$ cat config.mk
export PLATFORM = sky130hd
export DESIGN_NAME = text_command_line_recognizer
export DESIGN_NICKNAME = d
export VERILOG_FILES = /design/src/rtl/core/tcl_pkg.sv /design/src/rtl/core/tcl_ram.sv /design/src/rtl/core/tcl_num_parse.sv /design/src/rtl/core/tcl_datapath.sv /design/src/rtl/core/tcl_ctrl.sv /design/src/rtl/core/text_command_line_recognizer.sv
export SDC_FILE = /design/constraint.sdc
export NUM_CORES = 1
export LEC_CHECK = 0
export BUFFER_PORTS_ARGS = -buffer_cell sky130_fd_sc_hd__buf_2
export CAP_MARGIN = 10
export CORE_ASPECT_RATIO = 1.2
export CORE_UTILIZATION = 30
export CTS_CLUSTER_SIZE = 14
export DETAILED_ROUTE_END_ITERATION = 10
export HOLD_SLACK_MARGIN = 0.03
export MAX_ROUTING_LAYER = met4
export PLACE_DENSITY_LB_ADDON = 0.2
export SLEW_MARGIN = 15
export SYNTH_ARGS = -nofsm -noshare
export SYNTH_HDL_FRONTEND = slang
export SYNTH_HIERARCHICAL = 1
export SYNTH_SLANG_ARGS = --single-unit
$ cat constraint.sdc
create_clock -name clk -period 8.3 [get_ports clk]
set_input_delay 0.83 -clock clk [delete_from_list [all_inputs] [get_ports clk]]
set_output_delay 0.83 -clock clk [all_outputs]
set_load 0.05 [all_outputs]
$ cat src/rtl/core/tcl_pkg.sv
// ----------------------------------------------------------------------------
// tcl_pkg
// Shared types, codes and text tables of the command line recognizer.
// ----------------------------------------------------------------------------
package tcl_pkg;

	localparam int TCL_LINE_CAP = 64;

	localparam logic [7:0] CH_BS = 8'h08;
	localparam logic [7:0] CH_LF = 8'h0A;
	localparam logic [7:0] CH_CR = 8'h0D;

	localparam logic [2:0] KIND_LED_ON  = 3'd0;
	localparam logic [2:0] KIND_LED_OFF = 3'd1;
	localparam logic [2:0] KIND_STATUS  = 3'd2;
	localparam logic [2:0] KIND_I2C     = 3'd3;
	localparam logic [2:0] KIND_SPI     = 3'd4;
	localparam logic [2:0] KIND_QSPI    = 3'd5;
	localparam logic [2:0] KIND_UNKNOWN = 3'd6;

	localparam int TXT_COUNT = 6;
	localparam int TXT_MAX   = 10;

	typedef struct packed {
		logic wr_char;
		logic bksp;
		logic ovf;
		logic line_clr;
		logic scan_clr;
		logic rd_issue;
		logic load_out;
	} cmd_t;

	typedef struct packed {
		logic byte_bs;
		logic byte_cr;
		logic byte_lf;
		logic cnt_zero;
		logic cnt_full;
		logic rd_done;
		logic rd_pend;
	} sts_t;

	function automatic int txt_len(input logic [2:0] k);
		int n;
		n = 0;
		unique case (k)
			KIND_LED_ON:  n = 6;
			KIND_LED_OFF: n = 7;
			KIND_STATUS:  n = 6;
			KIND_I2C:     n = 9;
			KIND_SPI:     n = 9;
			KIND_QSPI:    n = 10;
			default:      n = 0;
		endcase
		return n;
	endfunction

	function automatic logic [7:0] txt_char(input logic [2:0] k, input logic [3:0] i);
		logic [8*TXT_MAX-1:0] s;
		s = '0;
		unique case (k)
			KIND_LED_ON:  s = "LED ON    ";
			KIND_LED_OFF: s = "LED OFF   ";
			KIND_STATUS:  s = "STATUS    ";
			KIND_I2C:     s = "I2C MODE  ";
			KIND_SPI:     s = "SPI MODE  ";
			KIND_QSPI:    s = "QSPI MODE ";
			default:      s = '0;
		endcase
		if (int'(i) >= TXT_MAX) begin
			return 8'h00;
		end
		return s[(TXT_MAX - 1 - int'(i)) * 8 +: 8];
	endfunction

endpackage

$ cat src/rtl/core/tcl_ram.sv
// ----------------------------------------------------------------------------
// tcl_ram
// Generic single write port, single read port RAM with registered read.
// ----------------------------------------------------------------------------
module tcl_ram #(
	parameter int WIDTH = 8,
	parameter int DEPTH = 64
) (
	input  logic                     clk,
	input  logic                     we,
	input  logic [$clog2(DEPTH)-1:0] waddr,
	input  logic [WIDTH-1:0]         wdata,
	input  logic                     re,
	input  logic [$clog2(DEPTH)-1:0] raddr,
	output logic [WIDTH-1:0]         rdata
);

	logic [WIDTH-1:0] mem_q [DEPTH];
	logic [WIDTH-1:0] rdata_q;

	always_ff @(posedge clk) begin
		if (we) begin
			mem_q[waddr] <= wdata;
		end
		if (re) begin
			rdata_q <= mem_q[raddr];
		end
	end

	assign rdata = rdata_q;

endmodule

$ cat src/rtl/core/tcl_num_parse.sv
// ----------------------------------------------------------------------------
// tcl_num_parse
// Character-serial signed decimal parser with 32-bit saturation.
// ----------------------------------------------------------------------------
module tcl_num_parse #(
	parameter int START = 9,
	parameter int W     = 6
) (
	input  logic         clk,
	input  logic         arst_n,
	input  logic         clr,
	input  logic         en,
	input  logic [W-1:0] pos,
	input  logic [7:0]   c,
	input  logic [W-1:0] len,
	output logic [31:0]  val,
	output logic         ok
);

	localparam logic [1:0] PH_BLANK = 2'd0;
	localparam logic [1:0] PH_SIGN  = 2'd1;
	localparam logic [1:0] PH_DIGIT = 2'd2;
	localparam logic [1:0] PH_END   = 2'd3;

	logic [1:0]  phase_q;
	logic        neg_q;
	logic        any_q;
	logic [31:0] mag_q;

	logic        active;
	logic        is_dig;
	logic        is_blank;
	logic        is_sign;
	logic [3:0]  dig;
	logic [35:0] mag36;
	logic [35:0] nxt36;
	logic [31:0] lim;
	logic [31:0] mag_nxt;

	always_comb begin
		active   = en && (int'(pos) >= START);
		is_dig   = (c >= "0") && (c <= "9");
		is_blank = (c == 8'h20) || ((c >= 8'h09) && (c <= 8'h0D));
		is_sign  = (c == "+") || (c == "-");
		dig      = 4'(c - "0");
		mag36    = {4'b0, mag_q};
		nxt36    = (mag36 << 3) + (mag36 << 1) + {32'b0, dig};
		lim      = neg_q ? 32'h8000_0000 : 32'h7FFF_FFFF;
		mag_nxt  = (nxt36 > {4'b0, lim}) ? lim : nxt36[31:0];
	end

	always_ff @(posedge clk or negedge arst_n) begin
		if (!arst_n) begin
			phase_q <= PH_BLANK;
			neg_q   <= 1'b0;
			any_q   <= 1'b0;
			mag_q   <= '0;
		end else if (clr) begin
			phase_q <= PH_BLANK;
			neg_q   <= 1'b0;
			any_q   <= 1'b0;
			mag_q   <= '0;
		end else if (active) begin
			unique case (phase_q)
				PH_BLANK: begin
					if (is_blank) begin
						phase_q <= PH_BLANK;
					end else if (is_sign) begin
						neg_q   <= (c == "-");
						phase_q <= PH_SIGN;
					end else if (is_dig) begin
						any_q   <= 1'b1;
						mag_q   <= mag_nxt;
						phase_q <= PH_DIGIT;
					end else begin
						phase_q <= PH_END;
					end
				end
				PH_SIGN, PH_DIGIT: begin
					if (is_dig) begin
						any_q   <= 1'b1;
						mag_q   <= mag_nxt;
						phase_q <= PH_DIGIT;
					end else begin
						phase_q <= PH_END;
					end
				end
				default: phase_q <= PH_END;
			endcase
		end
	end

	always_comb begin
		if (!any_q) begin
			val = '0;
			ok  = (int'(len) <= START);
		end else begin
			val = neg_q ? 32'(32'd0 - mag_q) : mag_q;
			ok  = (phase_q != PH_END);
		end
	end

endmodule

$ cat src/rtl/core/tcl_datapath.sv
// ----------------------------------------------------------------------------
// tcl_datapath
// Line store, character count, scan matcher, number parsers and result
// register of the command line recognizer.
// ----------------------------------------------------------------------------
module tcl_datapath #(
	parameter int LINE_CAPACITY = 64
) (
	input  logic              clk,
	input  logic              arst_n,
	input  tcl_pkg::cmd_t     cmd,
	input  logic [7:0]        rx_byte,
	output tcl_pkg::sts_t     sts,
	output logic [2:0]        command_kind,
	output logic signed [31:0] mode_value,
	output logic              mode_accepted
);

	import tcl_pkg::*;

	localparam int CW = $clog2(LINE_CAPACITY);
	localparam logic [CW-1:0] CNT_MAX = CW'(LINE_CAPACITY - 1);

	logic [CW-1:0] count_q;
	logic [CW-1:0] addr_q;
	logic [CW-1:0] len_q;
	logic          dv_s1;
	logic          stop_q;
	logic [TXT_COUNT-1:0] match_q;
	logic [TXT_COUNT-1:0] match_nxt;
	logic [7:0]    rdata;
	logic          proc;
	logic [31:0]   val9;
	logic          ok9;
	logic [31:0]   val10;
	logic          ok10;

	logic [2:0]    kind_c;
	logic [31:0]   val_c;
	logic          ok_c;

	logic [2:0]    kind_q;
	logic [31:0]   val_q;
	logic          ok_q;

	tcl_ram #(
		.WIDTH(8),
		.DEPTH(LINE_CAPACITY)
	) u_store (
		.clk  (clk),
		.we   (cmd.wr_char),
		.waddr(count_q),
		.wdata(rx_byte),
		.re   (cmd.rd_issue),
		.raddr(addr_q),
		.rdata(rdata)
	);

	assign proc = dv_s1 && !stop_q && (rdata != 8'h00);

	tcl_num_parse #(.START(9), .W(CW)) u_parse9 (
		.clk(clk), .arst_n(arst_n), .clr(cmd.scan_clr), .en(proc),
		.pos(len_q), .c(rdata), .len(len_q), .val(val9), .ok(ok9)
	);

	tcl_num_parse #(.START(10), .W(CW)) u_parse10 (
		.clk(clk), .arst_n(arst_n), .clr(cmd.scan_clr), .en(proc),
		.pos(len_q), .c(rdata), .len(len_q), .val(val10), .ok(ok10)
	);

	always_comb begin
		sts.byte_bs  = (rx_byte == CH_BS);
		sts.byte_cr  = (rx_byte == CH_CR);
		sts.byte_lf  = (rx_byte == CH_LF);
		sts.cnt_zero = (count_q == '0);
		sts.cnt_full = (count_q == CNT_MAX);
		sts.rd_done  = (addr_q == count_q);
		sts.rd_pend  = dv_s1;
	end

	always_comb begin
		match_nxt = match_q;
		for (int k = 0; k < TXT_COUNT; k++) begin
			if ((int'(len_q) < txt_len(3'(k))) && (rdata != txt_char(3'(k), len_q[3:0]))) begin
				match_nxt[k] = 1'b0;
			end
		end
	end

	always_ff @(posedge clk or negedge arst_n) begin
		if (!arst_n) begin
			count_q <= '0;
			addr_q  <= '0;
			len_q   <= '0;
			dv_s1   <= 1'b0;
			stop_q  <= 1'b0;
			match_q <= '1;
		end else begin
			dv_s1 <= cmd.rd_issue;
			if (cmd.wr_char) begin
				count_q <= count_q + 1'b1;
			end else if (cmd.bksp) begin
				count_q <= count_q - 1'b1;
			end else if (cmd.ovf || cmd.line_clr) begin
				count_q <= '0;
			end
			if (cmd.scan_clr) begin
				addr_q  <= '0;
				len_q   <= '0;
				stop_q  <= 1'b0;
				match_q <= '1;
			end else begin
				if (cmd.rd_issue) begin
					addr_q <= addr_q + 1'b1;
				end
				if (dv_s1 && !stop_q) begin
					if (rdata == 8'h00) begin
						stop_q <= 1'b1;
					end else begin
						len_q   <= len_q + 1'b1;
						match_q <= match_nxt;
					end
				end
			end
		end
	end

	// first matching class wins
	always_comb begin
		kind_c = KIND_UNKNOWN;
		val_c  = '0;
		ok_c   = 1'b0;
		priority if (match_q[KIND_LED_ON] && (int'(len_q) == txt_len(KIND_LED_ON))) begin
			kind_c = KIND_LED_ON;
		end else if (match_q[KIND_LED_OFF] && (int'(len_q) == txt_len(KIND_LED_OFF))) begin
			kind_c = KIND_LED_OFF;
		end else if (match_q[KIND_STATUS] && (int'(len_q) == txt_len(KIND_STATUS))) begin
			kind_c = KIND_STATUS;
		end else if (match_q[KIND_I2C] && (int'(len_q) >= txt_len(KIND_I2C))) begin
			kind_c = KIND_I2C;
			val_c  = val9;
			ok_c   = ok9;
		end else if (match_q[KIND_SPI] && (int'(len_q) >= txt_len(KIND_SPI))) begin
			kind_c = KIND_SPI;
			val_c  = val9;
			ok_c   = ok9;
		end else if (match_q[KIND_QSPI] && (int'(len_q) >= txt_len(KIND_QSPI))) begin
			kind_c = KIND_QSPI;
			val_c  = val10;
			ok_c   = ok10;
		end
	end

	always_ff @(posedge clk) begin
		if (cmd.load_out) begin
			kind_q <= kind_c;
			val_q  <= val_c;
			ok_q   <= ok_c;
		end
	end

	assign command_kind  = kind_q;
	assign mode_value    = signed'(val_q);
	assign mode_accepted = ok_q;

endmodule

$ cat src/rtl/core/tcl_ctrl.sv
// ----------------------------------------------------------------------------
// tcl_ctrl
// Controller of the command line recognizer: byte handling, line scan
// sequencing and result handshake.
// ----------------------------------------------------------------------------
module tcl_ctrl (
	input  logic          clk,
	input  logic          arst_n,
	input  logic          in_valid,
	output logic          in_stall,
	output logic          out_valid,
	input  logic          out_stall,
	input  tcl_pkg::sts_t sts,
	output tcl_pkg::cmd_t cmd
);

	import tcl_pkg::*;

	localparam logic [1:0] ST_IDLE = 2'd0;
	localparam logic [1:0] ST_SCAN = 2'd1;
	localparam logic [1:0] ST_FIN  = 2'd2;

	logic [1:0] state_q;
	logic [1:0] state_nxt;
	logic       out_valid_q;
	logic       in_take;
	logic       out_free;

	assign in_stall = (state_q != ST_IDLE);
	assign in_take  = in_valid && !in_stall;
	assign out_free = !out_valid_q || !out_stall;

	always_comb begin
		cmd       = '0;
		state_nxt = state_q;
		unique case (state_q)
			ST_IDLE: begin
				if (in_take) begin
					priority if (sts.byte_bs) begin
						cmd.bksp = !sts.cnt_zero;
					end else if (sts.byte_cr) begin
						cmd = '0;
					end else if (sts.byte_lf) begin
						if (!sts.cnt_zero) begin
							cmd.scan_clr = 1'b1;
							state_nxt    = ST_SCAN;
						end
					end else if (sts.cnt_full) begin
						cmd.ovf = 1'b1;
					end else begin
						cmd.wr_char = 1'b1;
					end
				end
			end
			ST_SCAN: begin
				cmd.rd_issue = !sts.rd_done;
				if (sts.rd_done && !sts.rd_pend) begin
					state_nxt = ST_FIN;
				end
			end
			ST_FIN: begin
				if (out_free) begin
					cmd.load_out = 1'b1;
					cmd.line_clr = 1'b1;
					state_nxt    = ST_IDLE;
				end
			end
			default: state_nxt = ST_IDLE;
		endcase
	end

	always_ff @(posedge clk or negedge arst_n) begin
		if (!arst_n) begin
			state_q     <= ST_IDLE;
			out_valid_q <= 1'b0;
		end else begin
			state_q <= state_nxt;
			if (cmd.load_out) begin
				out_valid_q <= 1'b1;
			end else if (out_valid_q && !out_stall) begin
				out_valid_q <= 1'b0;
			end
		end
	end

	assign out_valid = out_valid_q;

`ifndef SYNTHESIS
	a_load_free: assert property (@(posedge clk) disable iff (!arst_n)
		cmd.load_out |-> (!out_valid_q || !out_stall))
		else $error("result loaded over an unaccepted result");

	a_rd_bound: assert property (@(posedge clk) disable iff (!arst_n)
		cmd.rd_issue |-> !sts.rd_done)
		else $error("line read past the stored count");

	a_lf_scan: assert property (@(posedge clk) disable iff (!arst_n)
		(in_take && sts.byte_lf && !sts.cnt_zero) |=> (state_q == ST_SCAN))
		else $error("line feed on a non-empty line did not start a scan");

	a_fin_drained: assert property (@(posedge clk) disable iff (!arst_n)
		(state_q == ST_FIN) |-> !sts.rd_pend)
		else $error("result stage entered with a read in flight");
`endif

endmodule

$ cat src/rtl/core/text_command_line_recognizer.sv
// ----------------------------------------------------------------------------
// text_command_line_recognizer
// Collects received bytes into a line and classifies each completed line
// as a command, parsing the decimal value of the mode commands.
// ----------------------------------------------------------------------------
//  channel  | handshake            | payload
//  ---------+----------------------+---------------------------------------
//  input    | in_valid / in_stall  | rx_byte
//  output   | out_valid / out_stall| command_kind, mode_value, mode_accepted
//
//  an ordinary byte, backspace or carriage return is handled as it is accepted
//  a line feed on a non-empty line is accepted, the line is read back
//  through the registered store port up to the stored count, and the result
//  is loaded once the output register is free and stays valid until taken
//  in_stall is high during the scan and while a result waits for the
//  output register; the line store needs no clearing pass after reset
// ----------------------------------------------------------------------------
module text_command_line_recognizer #(
	parameter int LINE_CAPACITY = tcl_pkg::TCL_LINE_CAP
) (
	input  logic               clk,
	input  logic               arst_n,
	input  logic               in_valid,
	output logic               in_stall,
	input  logic [7:0]         rx_byte,
	output logic               out_valid,
	input  logic               out_stall,
	output logic [2:0]         command_kind,
	output logic signed [31:0] mode_value,
	output logic               mode_accepted
);

	import tcl_pkg::*;

	cmd_t cmd;
	sts_t sts;

	tcl_ctrl u_ctrl (
		.clk      (clk),
		.arst_n   (arst_n),
		.in_valid (in_valid),
		.in_stall (in_stall),
		.out_valid(out_valid),
		.out_stall(out_stall),
		.sts      (sts),
		.cmd      (cmd)
	);

	tcl_datapath #(
		.LINE_CAPACITY(LINE_CAPACITY)
	) u_dp (
		.clk          (clk),
		.arst_n       (arst_n),
		.cmd          (cmd),
		.rx_byte      (rx_byte),
		.sts          (sts),
		.command_kind (command_kind),
		.mode_value   (mode_value),
		.mode_accepted(mode_accepted)
	);

endmodule
==> flow_summary.yaml, run 1 <==
critical_path:
  timing.critical_path.to_type: "flop"
  critical_path_peak_fanout: 23
  timing.rr.end: "u_dp/u_parse9/mag_q[1]"
  rrSetupSlack_ns: 1.80
  critical_path_required_ns: 8.86
  worstPathArrival_ns: 7.05
  critPathKind: "reg -> reg"
  critical_path.reg2reg.startpoint: "u_dp/u_store/rdata[2]"
  cell_by_cell_trace_of_the_critical_path: "buf_4 -> ha_1 -> ha_1 -> fa_1 -> a21oi_1 -> o221ai_2 -> nand3_1 -> a21oi_1 -> a21o_1 -> a21oi_1 -> or4b_2 -> o211ai_1 -> ha_1 -> nand2_1 -> o21ai_0 -> a211o_1 -> o221a_2 -> o31ai_1 -> o2111ai_1 -> nor4_4 -> nor3b_4 -> buf_4 -> a221o_1"
  wp_buf_inv: 2
  slowest_stage: "sky130_fd_sc_hd__or4b_2"
  timing.reg2reg.worst_path_depth: 23
  crit_path_start_kind: "flop"
  cpLargestDelayFamily: "compound AO/OA/AOI/OAI gates"
  cp_slowest_stage_delay_ns: 0.61
yosys:
  number_of_enable_flip_flop_cells_after_synthesis: 556
  synth_top_area_frac: 0.469
  postSynthCellCount: 2727
  ys_top_cells_by_area: "sky130_fd_sc_hd__edfxtp_1 (47%), sky130_fd_sc_hd__mux4_2 (7.9%), sky130_fd_sc_hd__ha_1 (7.3%)"
  synth-seq-area-share: 0.541
  synthesis.area_mm2: 0.0356
  primary_ff_master_synth: "sky130_fd_sc_hd__edfxtp_1"
  synth_compound_area_frac: 0.128
  synth_xor_xnor_area_share: 0.0364
  yosys_warnings: 6
  synth.area.mux_share: 0.0876
  number_of_different_library_cells_in_the_post_synthesis_netlist: 117
  synth_top_area_cell: "sky130_fd_sc_hd__edfxtp_1"
  synth.net_count: 2950
  synthesis.area_per_instance_um2: 13.0
  post_synth_and_or_nand_nor_area_fraction: 0.105
  async_reset_ff_frac: 0.154
  post_synth_fa_ha_maj_area_fraction: 0.0751
  yosys_register_bits: 657
  combinational_family_with_the_most_area_after_synthesis: "compound AO/OA/AOI/OAI gates"
power:
  intPower_w: 0.00670
  net-switching-power_w: 0.00329
  p_leak_nw: 14.5
  vdd_ir_drop_max_uv: 224
  clkPwrFrac: 0.328
  report.power.total_w: 0.00999
  power_density_mw_per_mm2: 251
  sequentialPowerShare: 0.398
  power.share.switching: 0.330
  combPwrFrac: 0.273
routing:
  vias_per_cell: 5.42
  route.final.wire_length_um: 100000
  routed-via-count: 23500
  average_wire_length_per_cell_after_detail_routing_um: 23.1
  dr_drc_count: 0
  drt_iter0_drc: 1819
  detail_route.first_pass.iterations: 7
  drt.antenna.violating_nets: 0
finish:
  post_route_cells_drive_above_1_share: 0.142
  area_growth_syn_to_layout_pct: 11.7
  nNetsFinal: 2962
  stdcell_count: 4339
  seq_area_mm2: 0.0192
  multi_input_comb_area_mm2: 0.0154
  num-fill-cells: 11700
sta:
  fin_skew_ns: 0.0444
  tightest_slew_ns: 1.12
  timing_max_transition_violations_final: 0
  max-slew-margin-rel: 0.244
  achievable-frequency_mhz: 154
  worst_slack_ns: 1.80
  fin_setup_tns_ns: 0
  post-route-min-period_ns: 6.50
  rsz0062_at_grt: "false"
  finalSetupViolations: 0
  hold_slack_ns: 0.185
  layout_worst_path_cycle_share: 0.783
  hold_viol: 0
grt:
  via_count_of_the_first_global_routing_pass: 24200
  grt_pass1_wl_um: 152000
  grt_antenna_before_repair: 4
  globalRoute.totalOverflow: 0
  grt_start_max_net_pins: 100
  all_layer_global_routing_usage: 0.172
flow_run:
  cap_viol_max_count: 0
die:
  chipHeight_um: 379
  chipWidth_um: 316
  rows: 138
  boundaryPins: 50
  floorplan.initialDensity: 0.302
  die_area_mm2: 0.120
  placeable_core_region_mm2: 0.118
placement:
  place_worst_setup_slack_ns: 1.84
  gp_congestion: 0.864
  io_buffer_count: 49
  dp_hpwl_um: 68000
  place.detailed.instances: 4201
clock_tree:
  clock_tree_from_tritoncts: "built"
  cts_resized: 0
  post-cts-setup-buffers: 0
  cts-hold-fix-buffers: 0
  cts_made_buffers: 76
  cts-htree-levels: 3
  cts.reportedPaths.clkPinSlew_ns: 0.06
  worstSkewPairLatency_ns: 0.66
  numClockSinks: 657
  cts_root_buffer: "sky130_fd_sc_hd__clkbuf_16"
  cts-root-to-sink-buffers: 3
min_path:
  worstHoldPathType: "in -> async"
outcome:
  run_status: "finished, final reports clean"
-- cells by family (layout without fill, tap and decap cells) --
kind of cell	count (synthesis)	count (layout)
AOI/OAI and AO/OA	633	633
adders and majority gates	211	211
muxes	156	156
buffers and inverters	200	270
other	0	2
xor gates and xnor gates	146	146
DFF	657	657
and+or+nand+nor	724	724
-- flip-flops by register name (all words and copies together) (netlist names) --
| signal | count |
|---|---|
| u_dp/len_q | 6 |
| u_dp/count_q | 6 |
| u_dp/stop_q | 1 |
| u_dp/dv_s1 | 1 |
| u_dp/addr_q | 6 |
| u_dp/command_kind | 3 |
| u_dp/u_parse9/neg_q | 1 |
| u_dp/mode_value | 32 |
| u_dp/u_parse9/any_q | 1 |
| u_dp/u_parse9/mag_q | 32 |
| u_dp/u_parse10/phase_q | 2 |
| u_dp/u_parse9/phase_q | 2 |
| u_dp/match_q | 6 |
| u_ctrl/state_q | 2 |
| u_dp/u_parse10/mag_q | 32 |
| u_dp/u_parse10/any_q | 1 |
| u_dp/u_store/mem_q | 512 |
| u_dp/u_store/rdata | 8 |
| u_ctrl/out_valid | 1 |
| u_dp/mode_accepted | 1 |
| u_dp/u_parse10/neg_q | 1 |
-- cells in the mapped netlist, types with 42 or more instances --
master and count:
sky130_fd_sc_hd__dfrtp_1 95, sky130_fd_sc_hd__nor2_1 215, sky130_fd_sc_hd__xor2_1 65, sky130_fd_sc_hd__inv_1 42, sky130_fd_sc_hd__clkbuf_1 77, sky130_fd_sc_hd__ha_1 207
sky130_fd_sc_hd__edfxtp_1 556, sky130_fd_sc_hd__a221o_1 63, sky130_fd_sc_hd__xnor2_1 79, sky130_fd_sc_hd__mux4_2 124, sky130_fd_sc_hd__nand3_1 54, sky130_fd_sc_hd__nand2_1 155
sky130_fd_sc_hd__o21ai_0 106, sky130_fd_sc_hd__a21oi_1 138
-- worst max path at each step --
stage	cells after the start	startpoint	endpoint	slack, ns
detailed placement	21	u_dp/u_store/rdata[3]	u_dp/u_parse9/mag_q[1]	1.84
global route	21	u_dp/u_store/rdata[3]	u_dp/u_parse9/mag_q[4]	1.37
finish	23	u_dp/u_store/rdata[2]	u_dp/u_parse9/mag_q[1]	1.80
global placement	21	u_dp/u_store/rdata[3]	u_dp/u_parse9/mag_q[0]	1.90
floorplan	21	u_dp/u_store/rdata[3]	u_dp/u_parse9/mag_q[14]	2.79
CTS	21	u_dp/u_store/rdata[3]	u_dp/u_parse9/mag_q[1]	1.78
-- routing by layer --
layer	GRT usage	wire length (um)
met1	0.205	41400
met4	0.0576	2910
met5	-	0
met2	0.299	51700
met3	0.0218	4170
-- area by class of cell --
class                           count  area share
Clock inverter                     44      0.0109
Clock buffer                       92      0.0504
Multi-Input combinational cell   1870       0.387
Sequential cell                   657       0.484
Tap cell                         1540      0.0485
Inverter                           45     0.00425
Antenna cell                        2    0.000126
Timing Repair Buffer               89      0.0141
-- power groups by stage --
stage	sequential, W	clock [W]	combinational, W
6_report	0.00398	0.00328	0.00273
5_1_grt	0.00401	0.00349	0.00293
3_3_place_gp	0.00404	0	0.00275
2_1_floorplan	0.00389	0	0.00203
4_1_cts	0.00398	0.00336	0.00277
3_5_place_dp	0.00405	0	0.00276
-- through the flow --
step	area [um2]	utilization
3_3_place_gp	37300	0.317
3_5_place_dp	37300	0.317
4_1_cts	39700	0.337
2_1_floorplan	35600	-
6_report	39700	0.337
5_1_grt	39700	0.337
-- cell usage in the layout (no fill, tap or decap), drive strengths merged, types with 25 or more instances in the layout --
cell type / synthesis / layout
edfxtp: 556 / 556
nor2: 216 / 216
ha: 207 / 207
nand2: 156 / 156
a21oi: 139 / 139
mux4: 124 / 124
o21ai: 121 / 121
dfrtp: 95 / 95
clkbuf: 79 / 92
buf: 76 / 89
xnor2: 80 / 80
xor2: 66 / 66
a221o: 63 / 63
nand3: 55 / 55
inv: 42 / 45
nand4: 42 / 42
nor3: 41 / 41
and2: 37 / 37
a22o: 36 / 36
clkinv: 3 / 33
nor2b: 31 / 31
mux2i: 30 / 30
a21o: 27 / 27
a31oi: 26 / 26
o22ai: 25 / 25
Note: power is estimated with default switching activity, not from simulation.
==> run 2: changes to the inputs <==
Clock period 8.3 ns to 5.9 ns, I/O delays scaled along.
==> flow_summary.yaml, run 2 (same netlist as run 1, synthesis figures left out) <==
outcome:
  run_status: "finished, final reports clean"
sta:
  worst_slack_ns: 0.259
  max-slew-margin-rel: 0.286
  rsz0062_at_grt: "false"
  layout_worst_path_cycle_share: 0.956
  fin_setup_tns_ns: 0
  fin_skew_ns: 0.0321
  timing_max_transition_violations_final: 0
  post-route-min-period_ns: 5.64
  hold_viol: 0
  achievable-frequency_mhz: 177
  tightest_slew_ns: 1.07
  finalSetupViolations: 0
placement:
  place.detailed.instances: 4237
  dp_hpwl_um: 70300
  gp_congestion: 0.891
  io_buffer_count: 49
  place_worst_setup_slack_ns: 0.0634
critical_path:
  critical_path_required_ns: 6.42
  crit_path_start_kind: "flop"
  timing.critical_path.to_type: "flop"
  worstPathArrival_ns: 6.16
  critical_path_peak_fanout: 14
  critPathKind: "reg -> reg"
flow_run:
  cap_viol_max_count: 0
grt:
  all_layer_global_routing_usage: 0.173
  grt_antenna_before_repair: 4
  grtUsageMet1: 0.205
  grt_most_used_layer: "met2"
  grt_start_max_net_pins: 65
  globalRouteMet2Util: 0.304
  globalRoute.totalOverflow: 0
  grt_pass1_wl_um: 153000
  use_met3: 0.0214
  via_count_of_the_first_global_routing_pass: 24000
die:
  floorplan.initialDensity: 0.302
  chipHeight_um: 379
  boundaryPins: 50
  chipWidth_um: 316
  die_area_mm2: 0.120
  rows: 138
  placeable_core_region_mm2: 0.118
clock_tree:
  cts_made_buffers: 74
  cts.reportedPaths.clkPinSlew_ns: 0.06
  clock_tree_from_tritoncts: "built"
  cts_root_buffer: "sky130_fd_sc_hd__clkbuf_16"
  numClockSinks: 657
  cts-htree-levels: 3
  worstSkewPairLatency_ns: 0.65
  cts-root-to-sink-buffers: 3
finish:
  nNetsFinal: 3006
  stdcell_count: 4383
  multi_input_comb_area_mm2: 0.0155
  most-common-layout-cells: "sky130_fd_sc_hd__edfxtp_1 (556), sky130_fd_sc_hd__nor2_1 (212), sky130_fd_sc_hd__ha_1 (205)"
  layout.cells.most_common: "sky130_fd_sc_hd__edfxtp_1"
  post_route_cells_drive_above_1_share: 0.161
  num-fill-cells: 11600
  largest-register: "u_dp/u_store/mem_q"
  seq_area_mm2: 0.0192
  utilization: 0.342
  largest_register_ffs: 512
  area_growth_syn_to_layout_pct: 13.2
power:
  vdd_ir_drop_max_uv: 270
  power_density_mw_per_mm2: 351
  report.power.total_w: 0.0141
  p_leak_nw: 14.8
routing:
  dr_drc_count: 0
  drt_iter0_drc: 1597
  vias_per_cell: 5.39
  detail_route.first_pass.iterations: 5
  route.final.wire_length_um: 101000
  routed-via-count: 23600
  drt.antenna.violating_nets: 0
  average_wire_length_per_cell_after_detail_routing_um: 23.0
min_path:
  worstHoldPathType: "in -> reg"
run 2: cell type report:
class                   count  share of cell area
well taps                1540              0.0478
multi-input cells        1870               0.385
flip-flops and latches    657               0.478
clock inverters            36              0.0113
repair buffers            135              0.0244
diodes                      3            0.000186
clock buffers              97              0.0496
inverters                  45             0.00419
run 2: what timing repair did:
item | 4_1_cts | 5_1_grt
setup buffers | 0 | 7
gates resized for setup | 0 | 35
setup endpoints to repair | 0 | 63
hold buffers | 1 | 0
endpoints found under the hold margin | 26 | 0
run 2: worst max-delay path, stage by stage, from the launching register on:
cell and delay, ns:
sky130_fd_sc_hd__edfxtp_1 0.46, sky130_fd_sc_hd__fa_1 0.53, sky130_fd_sc_hd__ha_1 0.32, sky130_fd_sc_hd__a21oi_1 0.11
sky130_fd_sc_hd__o211ai_2 0.28, sky130_fd_sc_hd__nand4_1 0.20, sky130_fd_sc_hd__a21o_1 0.29, sky130_fd_sc_hd__a21boi_1 0.27
sky130_fd_sc_hd__nand2b_1 0.23, sky130_fd_sc_hd__xor2_1 0.31, sky130_fd_sc_hd__ha_1 0.32, sky130_fd_sc_hd__a21oi_1 0.15
sky130_fd_sc_hd__o21ai_0 0.16, sky130_fd_sc_hd__a211o_1 0.28, sky130_fd_sc_hd__o221a_2 0.29, sky130_fd_sc_hd__o31ai_1 0.08
sky130_fd_sc_hd__o2111ai_2 0.18, sky130_fd_sc_hd__nor4_4 0.32, sky130_fd_sc_hd__buf_4 0.17, sky130_fd_sc_hd__nor4_4 0.08
sky130_fd_sc_hd__buf_4 0.23, sky130_fd_sc_hd__a221o_1 0.28
run 2: metal layers:
metal / vias to the layer above / part of all wire / wire (um)
li1: 10900 / - / -
met1: 12100 / 0.41 / 41900
met2: 525 / 0.52 / 52300
met3: 131 / 0.038 / 3800
met4: 0 / 0.030 / 3000
met5: - / 0 / 0
run 2: final timing paths:
kind / start / to / slack (ns) / cells past startpoint
setup / recovery: u_dp/u_store/rdata[3] / u_dp/u_parse9/mag_q[25] / 0.26 / 21
hold / removal: out_stall / u_ctrl/out_valid / 0.23 / 3
setup reg to reg: u_dp/u_store/rdata[3] / u_dp/u_parse9/mag_q[25] / 0.26 / 21
hold reg to reg: u_dp/match_q[1] / u_dp/match_q[1] / 0.52 / 2
max in group asynchronous: arst_n / u_dp/u_parse9/neg_q / 4.07 / 3
min in group asynchronous: arst_n / u_dp/u_parse10/mag_q[20] / 0.54 / 2
run 2: through the flow:
| stage | hold slack (ns) | cell area (um2) |
|---|---|---|
| 6_report | 0.234 | 40300 |
| 5_1_grt | 0.215 | 40300 |
| 4_1_cts | 0.193 | 40000 |
| 3_5_place_dp | 0.511 | 37600 |
| 3_3_place_gp | 0.507 | 37600 |
| 2_1_floorplan | 0.294 | 35600 |
run 2: where the power goes:
group          internal [W]  leakage (nW)  total (W)  switching, W
logic               0.00153          7.29    0.00379       0.00226
registers           0.00525          6.29    0.00567      0.000415
clock network       0.00276          1.20    0.00468       0.00192
total               0.00954          14.8     0.0141       0.00459
==> run 3: changes to the inputs <==
Settings changed: RECOVER_POWER from default to 100.
==> flow_summary.yaml, run 3 (same netlist as run 1, synthesis figures left out) <==
sta:
  timing_max_transition_violations_final: 648
  finalSetupViolations: 0
  post-route-min-period_ns: 5.64
  layout_worst_path_cycle_share: 0.956
  hold_viol: 0
  fin_skew_ns: 0.0309
  tightest_slew_ns: 3.34
  achievable-frequency_mhz: 177
  max-slew-margin-rel: -1.23
min_path:
  worstHoldPathType: "in -> reg"
  min_from: "out_stall"
critical_path:
  worstPathArrival_ns: 6.16
  cell_by_cell_trace_of_the_critical_path: "buf_6 -> fa_1 -> fa_1 -> a211oi_2 -> o211ai_1 -> a211oi_1 -> o21ai_2 -> a41o_1 -> a21oi_1 -> xnor2_1 -> ha_1 -> nand4_1 -> a21oi_1 -> o21ai_1 -> a41o_1 -> o311ai_0 -> nor3_1 -> buf_4 -> and3_2 -> clkbuf_16 -> a221o_1"
  crit_path_start: "u_dp/u_store/rdata[3]"
  timing_endpoint_of_the_critical_path: "u_dp/u_parse10/mag_q[29]"
  rrSetupSlack_ns: 0.26
  timing.rr.end: "u_dp/u_parse10/mag_q[29]"
  critical_path.reg2reg.startpoint: "u_dp/u_store/rdata[3]"
  cp.depth: 21
  crit_path_start_kind: "flop"
  wp_buf_inv: 3
  timing.critical_path.to_type: "flop"
  slowest_stage: "sky130_fd_sc_hd__fa_1"
  cp_slowest_stage_delay_ns: 0.54
  critPathKind: "reg -> reg"
  critical_path_peak_fanout: 20
  timing.reg2reg.worst_path_depth: 21
  cpLargestDelayFamily: "compound AO/OA/AOI/OAI gates"
  critical_path_required_ns: 6.42
die:
  chipHeight_um: 379
  chipWidth_um: 316
  die_area_mm2: 0.120
  boundaryPins: 50
  floorplan.initialDensity: 0.302
  rows: 138
  placeable_core_region_mm2: 0.118
finish:
  nNetsFinal: 3006
  most-common-layout-cells: "sky130_fd_sc_hd__edfxtp_1 (556), sky130_fd_sc_hd__nor2_1 (213), sky130_fd_sc_hd__ha_1 (205)"
  largest-register: "u_dp/u_store/mem_q"
  seq_area_mm2: 0.0192
  multi_input_comb_area_mm2: 0.0154
  final_cell_area_mm2: 0.0401
  layout.cells.most_common: "sky130_fd_sc_hd__edfxtp_1"
  largest_register_ffs: 512
  post_route_cells_drive_above_1_share: 0.136
  num-fill-cells: 11600
  area_growth_syn_to_layout_pct: 12.7
grt:
  via_count_of_the_first_global_routing_pass: 24000
  all_layer_global_routing_usage: 0.173
  grt_antenna_before_repair: 4
  grt_pass1_wl_um: 153000
  grt_start_max_net_pins: 65
  globalRoute.totalOverflow: 0
routing:
  average_wire_length_per_cell_after_detail_routing_um: 23.1
  drt_iter0_drc: 1702
  dr_drc_count: 0
  route.final.wire_length_um: 101000
  drt.antenna.violating_nets: 0
  routed-via-count: 23600
  detail_route.first_pass.iterations: 7
  vias_per_cell: 5.38
power:
  p_leak_nw: 14.6
  power_density_mw_per_mm2: 352
  vdd_ir_drop_max_uv: 270
  report.power.total_w: 0.0141
placement:
  dp_hpwl_um: 70300
  gp_congestion: 0.891
  io_buffer_count: 49
  dpl_cell_area_mm2: 0.0376
clock_tree:
  worstSkewPairLatency_ns: 0.65
  numClockSinks: 657
  clock_tree_from_tritoncts: "built"
  cts-htree-levels: 3
  cts_root_buffer: "sky130_fd_sc_hd__clkbuf_16"
  cts.reportedPaths.clkPinSlew_ns: 0.06
  cts_made_buffers: 74
  cts-root-to-sink-buffers: 3
flow_run:
  cap_viol_max_count: 13
outcome:
  run_status: "finished with violations"
  failed_checks: "capacitance limit, slew limit"
-- run 3: changes by cell type in the layout (fill, tap and decap cells not counted), sizes merged --
cell | before | now
buf | 133 | 73
clkbuf | 98 | 158
-- run 3: worst min-delay path by stage --
stage,cells after the start,to
final,3,u_ctrl/out_valid
after global routing,3,u_ctrl/out_valid
after CTS,3,u_ctrl/out_valid
after detailed placement,2,u_dp/match_q[1]
after global placement,2,u_dp/stop_q
after floorplan,0,u_ctrl/out_valid
-- run 3: final cells by class --
| type | instances | share of cell area |
|---|---|---|
| well taps | 1540 | 0.0481 |
| flip-flops and latches | 657 | 0.480 |
| diodes | 3 | 0.000187 |
| clock buffers | 97 | 0.0499 |
| multi-input cells | 1870 | 0.385 |
| inverters | 45 | 0.00421 |
| clock inverters | 36 | 0.0114 |
| repair buffers | 135 | 0.0215 |
-- run 3: worst register-to-register path: stages, from the launching register on --
cell	delay [ns]
sky130_fd_sc_hd__edfxtp_1	0.44
sky130_fd_sc_hd__buf_6	0.21
sky130_fd_sc_hd__fa_1	0.55
sky130_fd_sc_hd__fa_1	0.51
sky130_fd_sc_hd__a211oi_2	0.28
sky130_fd_sc_hd__o211ai_1	0.17
sky130_fd_sc_hd__a211oi_1	0.46
sky130_fd_sc_hd__o21ai_2	0.21
sky130_fd_sc_hd__a41o_1	0.27
sky130_fd_sc_hd__a21oi_1	0.24
sky130_fd_sc_hd__xnor2_1	0.16
sky130_fd_sc_hd__ha_1	0.32
sky130_fd_sc_hd__nand4_1	0.12
sky130_fd_sc_hd__a21oi_1	0.13
sky130_fd_sc_hd__o21ai_1	0.08
sky130_fd_sc_hd__a41o_1	0.21
sky130_fd_sc_hd__o311ai_0	0.09
sky130_fd_sc_hd__nor3_1	0.11
sky130_fd_sc_hd__buf_4	0.17
sky130_fd_sc_hd__and3_2	0.24
sky130_fd_sc_hd__clkbuf_16	0.19
sky130_fd_sc_hd__a221o_1	0.35
-- run 3: routing by layer --
layer	GRT usage	part of all wire	up-vias
met5	-	0	-
met4	0.0573	0.030	0
met3	0.0214	0.035	131
met2	0.304	0.52	458
met1	0.205	0.42	12100
li1	-	-	10900
-- run 3: where the power goes --
part	switching (W)	leakage [nW]	internal, W	total, W
Combinational	0.00225	7.09	0.00151	0.00376
Clock	0.00192	1.20	0.00276	0.00468
Sequential	0.000414	6.29	0.00526	0.00567
-- run 3: timing repair --
item / CTS / global route
hold endpoints to repair: 26 / 0
buffers inserted: 0 / 7
resized for setup: 0 / 35
setup endpoints to repair: 0 / 63
hold buffers: 1 / 0
-- run 3: through the flow --
step | setup WS [ns] | TNS [ns] | hold slack, ns | instances | utilization
after CTS | 0.0474 | 0 | 0.193 | 4371 | 0.340
after detailed placement | 0.0634 | 0 | 0.511 | 4237 | 0.319
final | 0.260 | 0 | 0.235 | 4383 | 0.340
after floorplan | 0.391 | 0 | 0.294 | 2727 | -
after global placement | 0.139 | 0 | 0.507 | 4237 | 0.319
after global routing | -0.00756 | -0.0144 | 0.222 | 4383 | 0.340
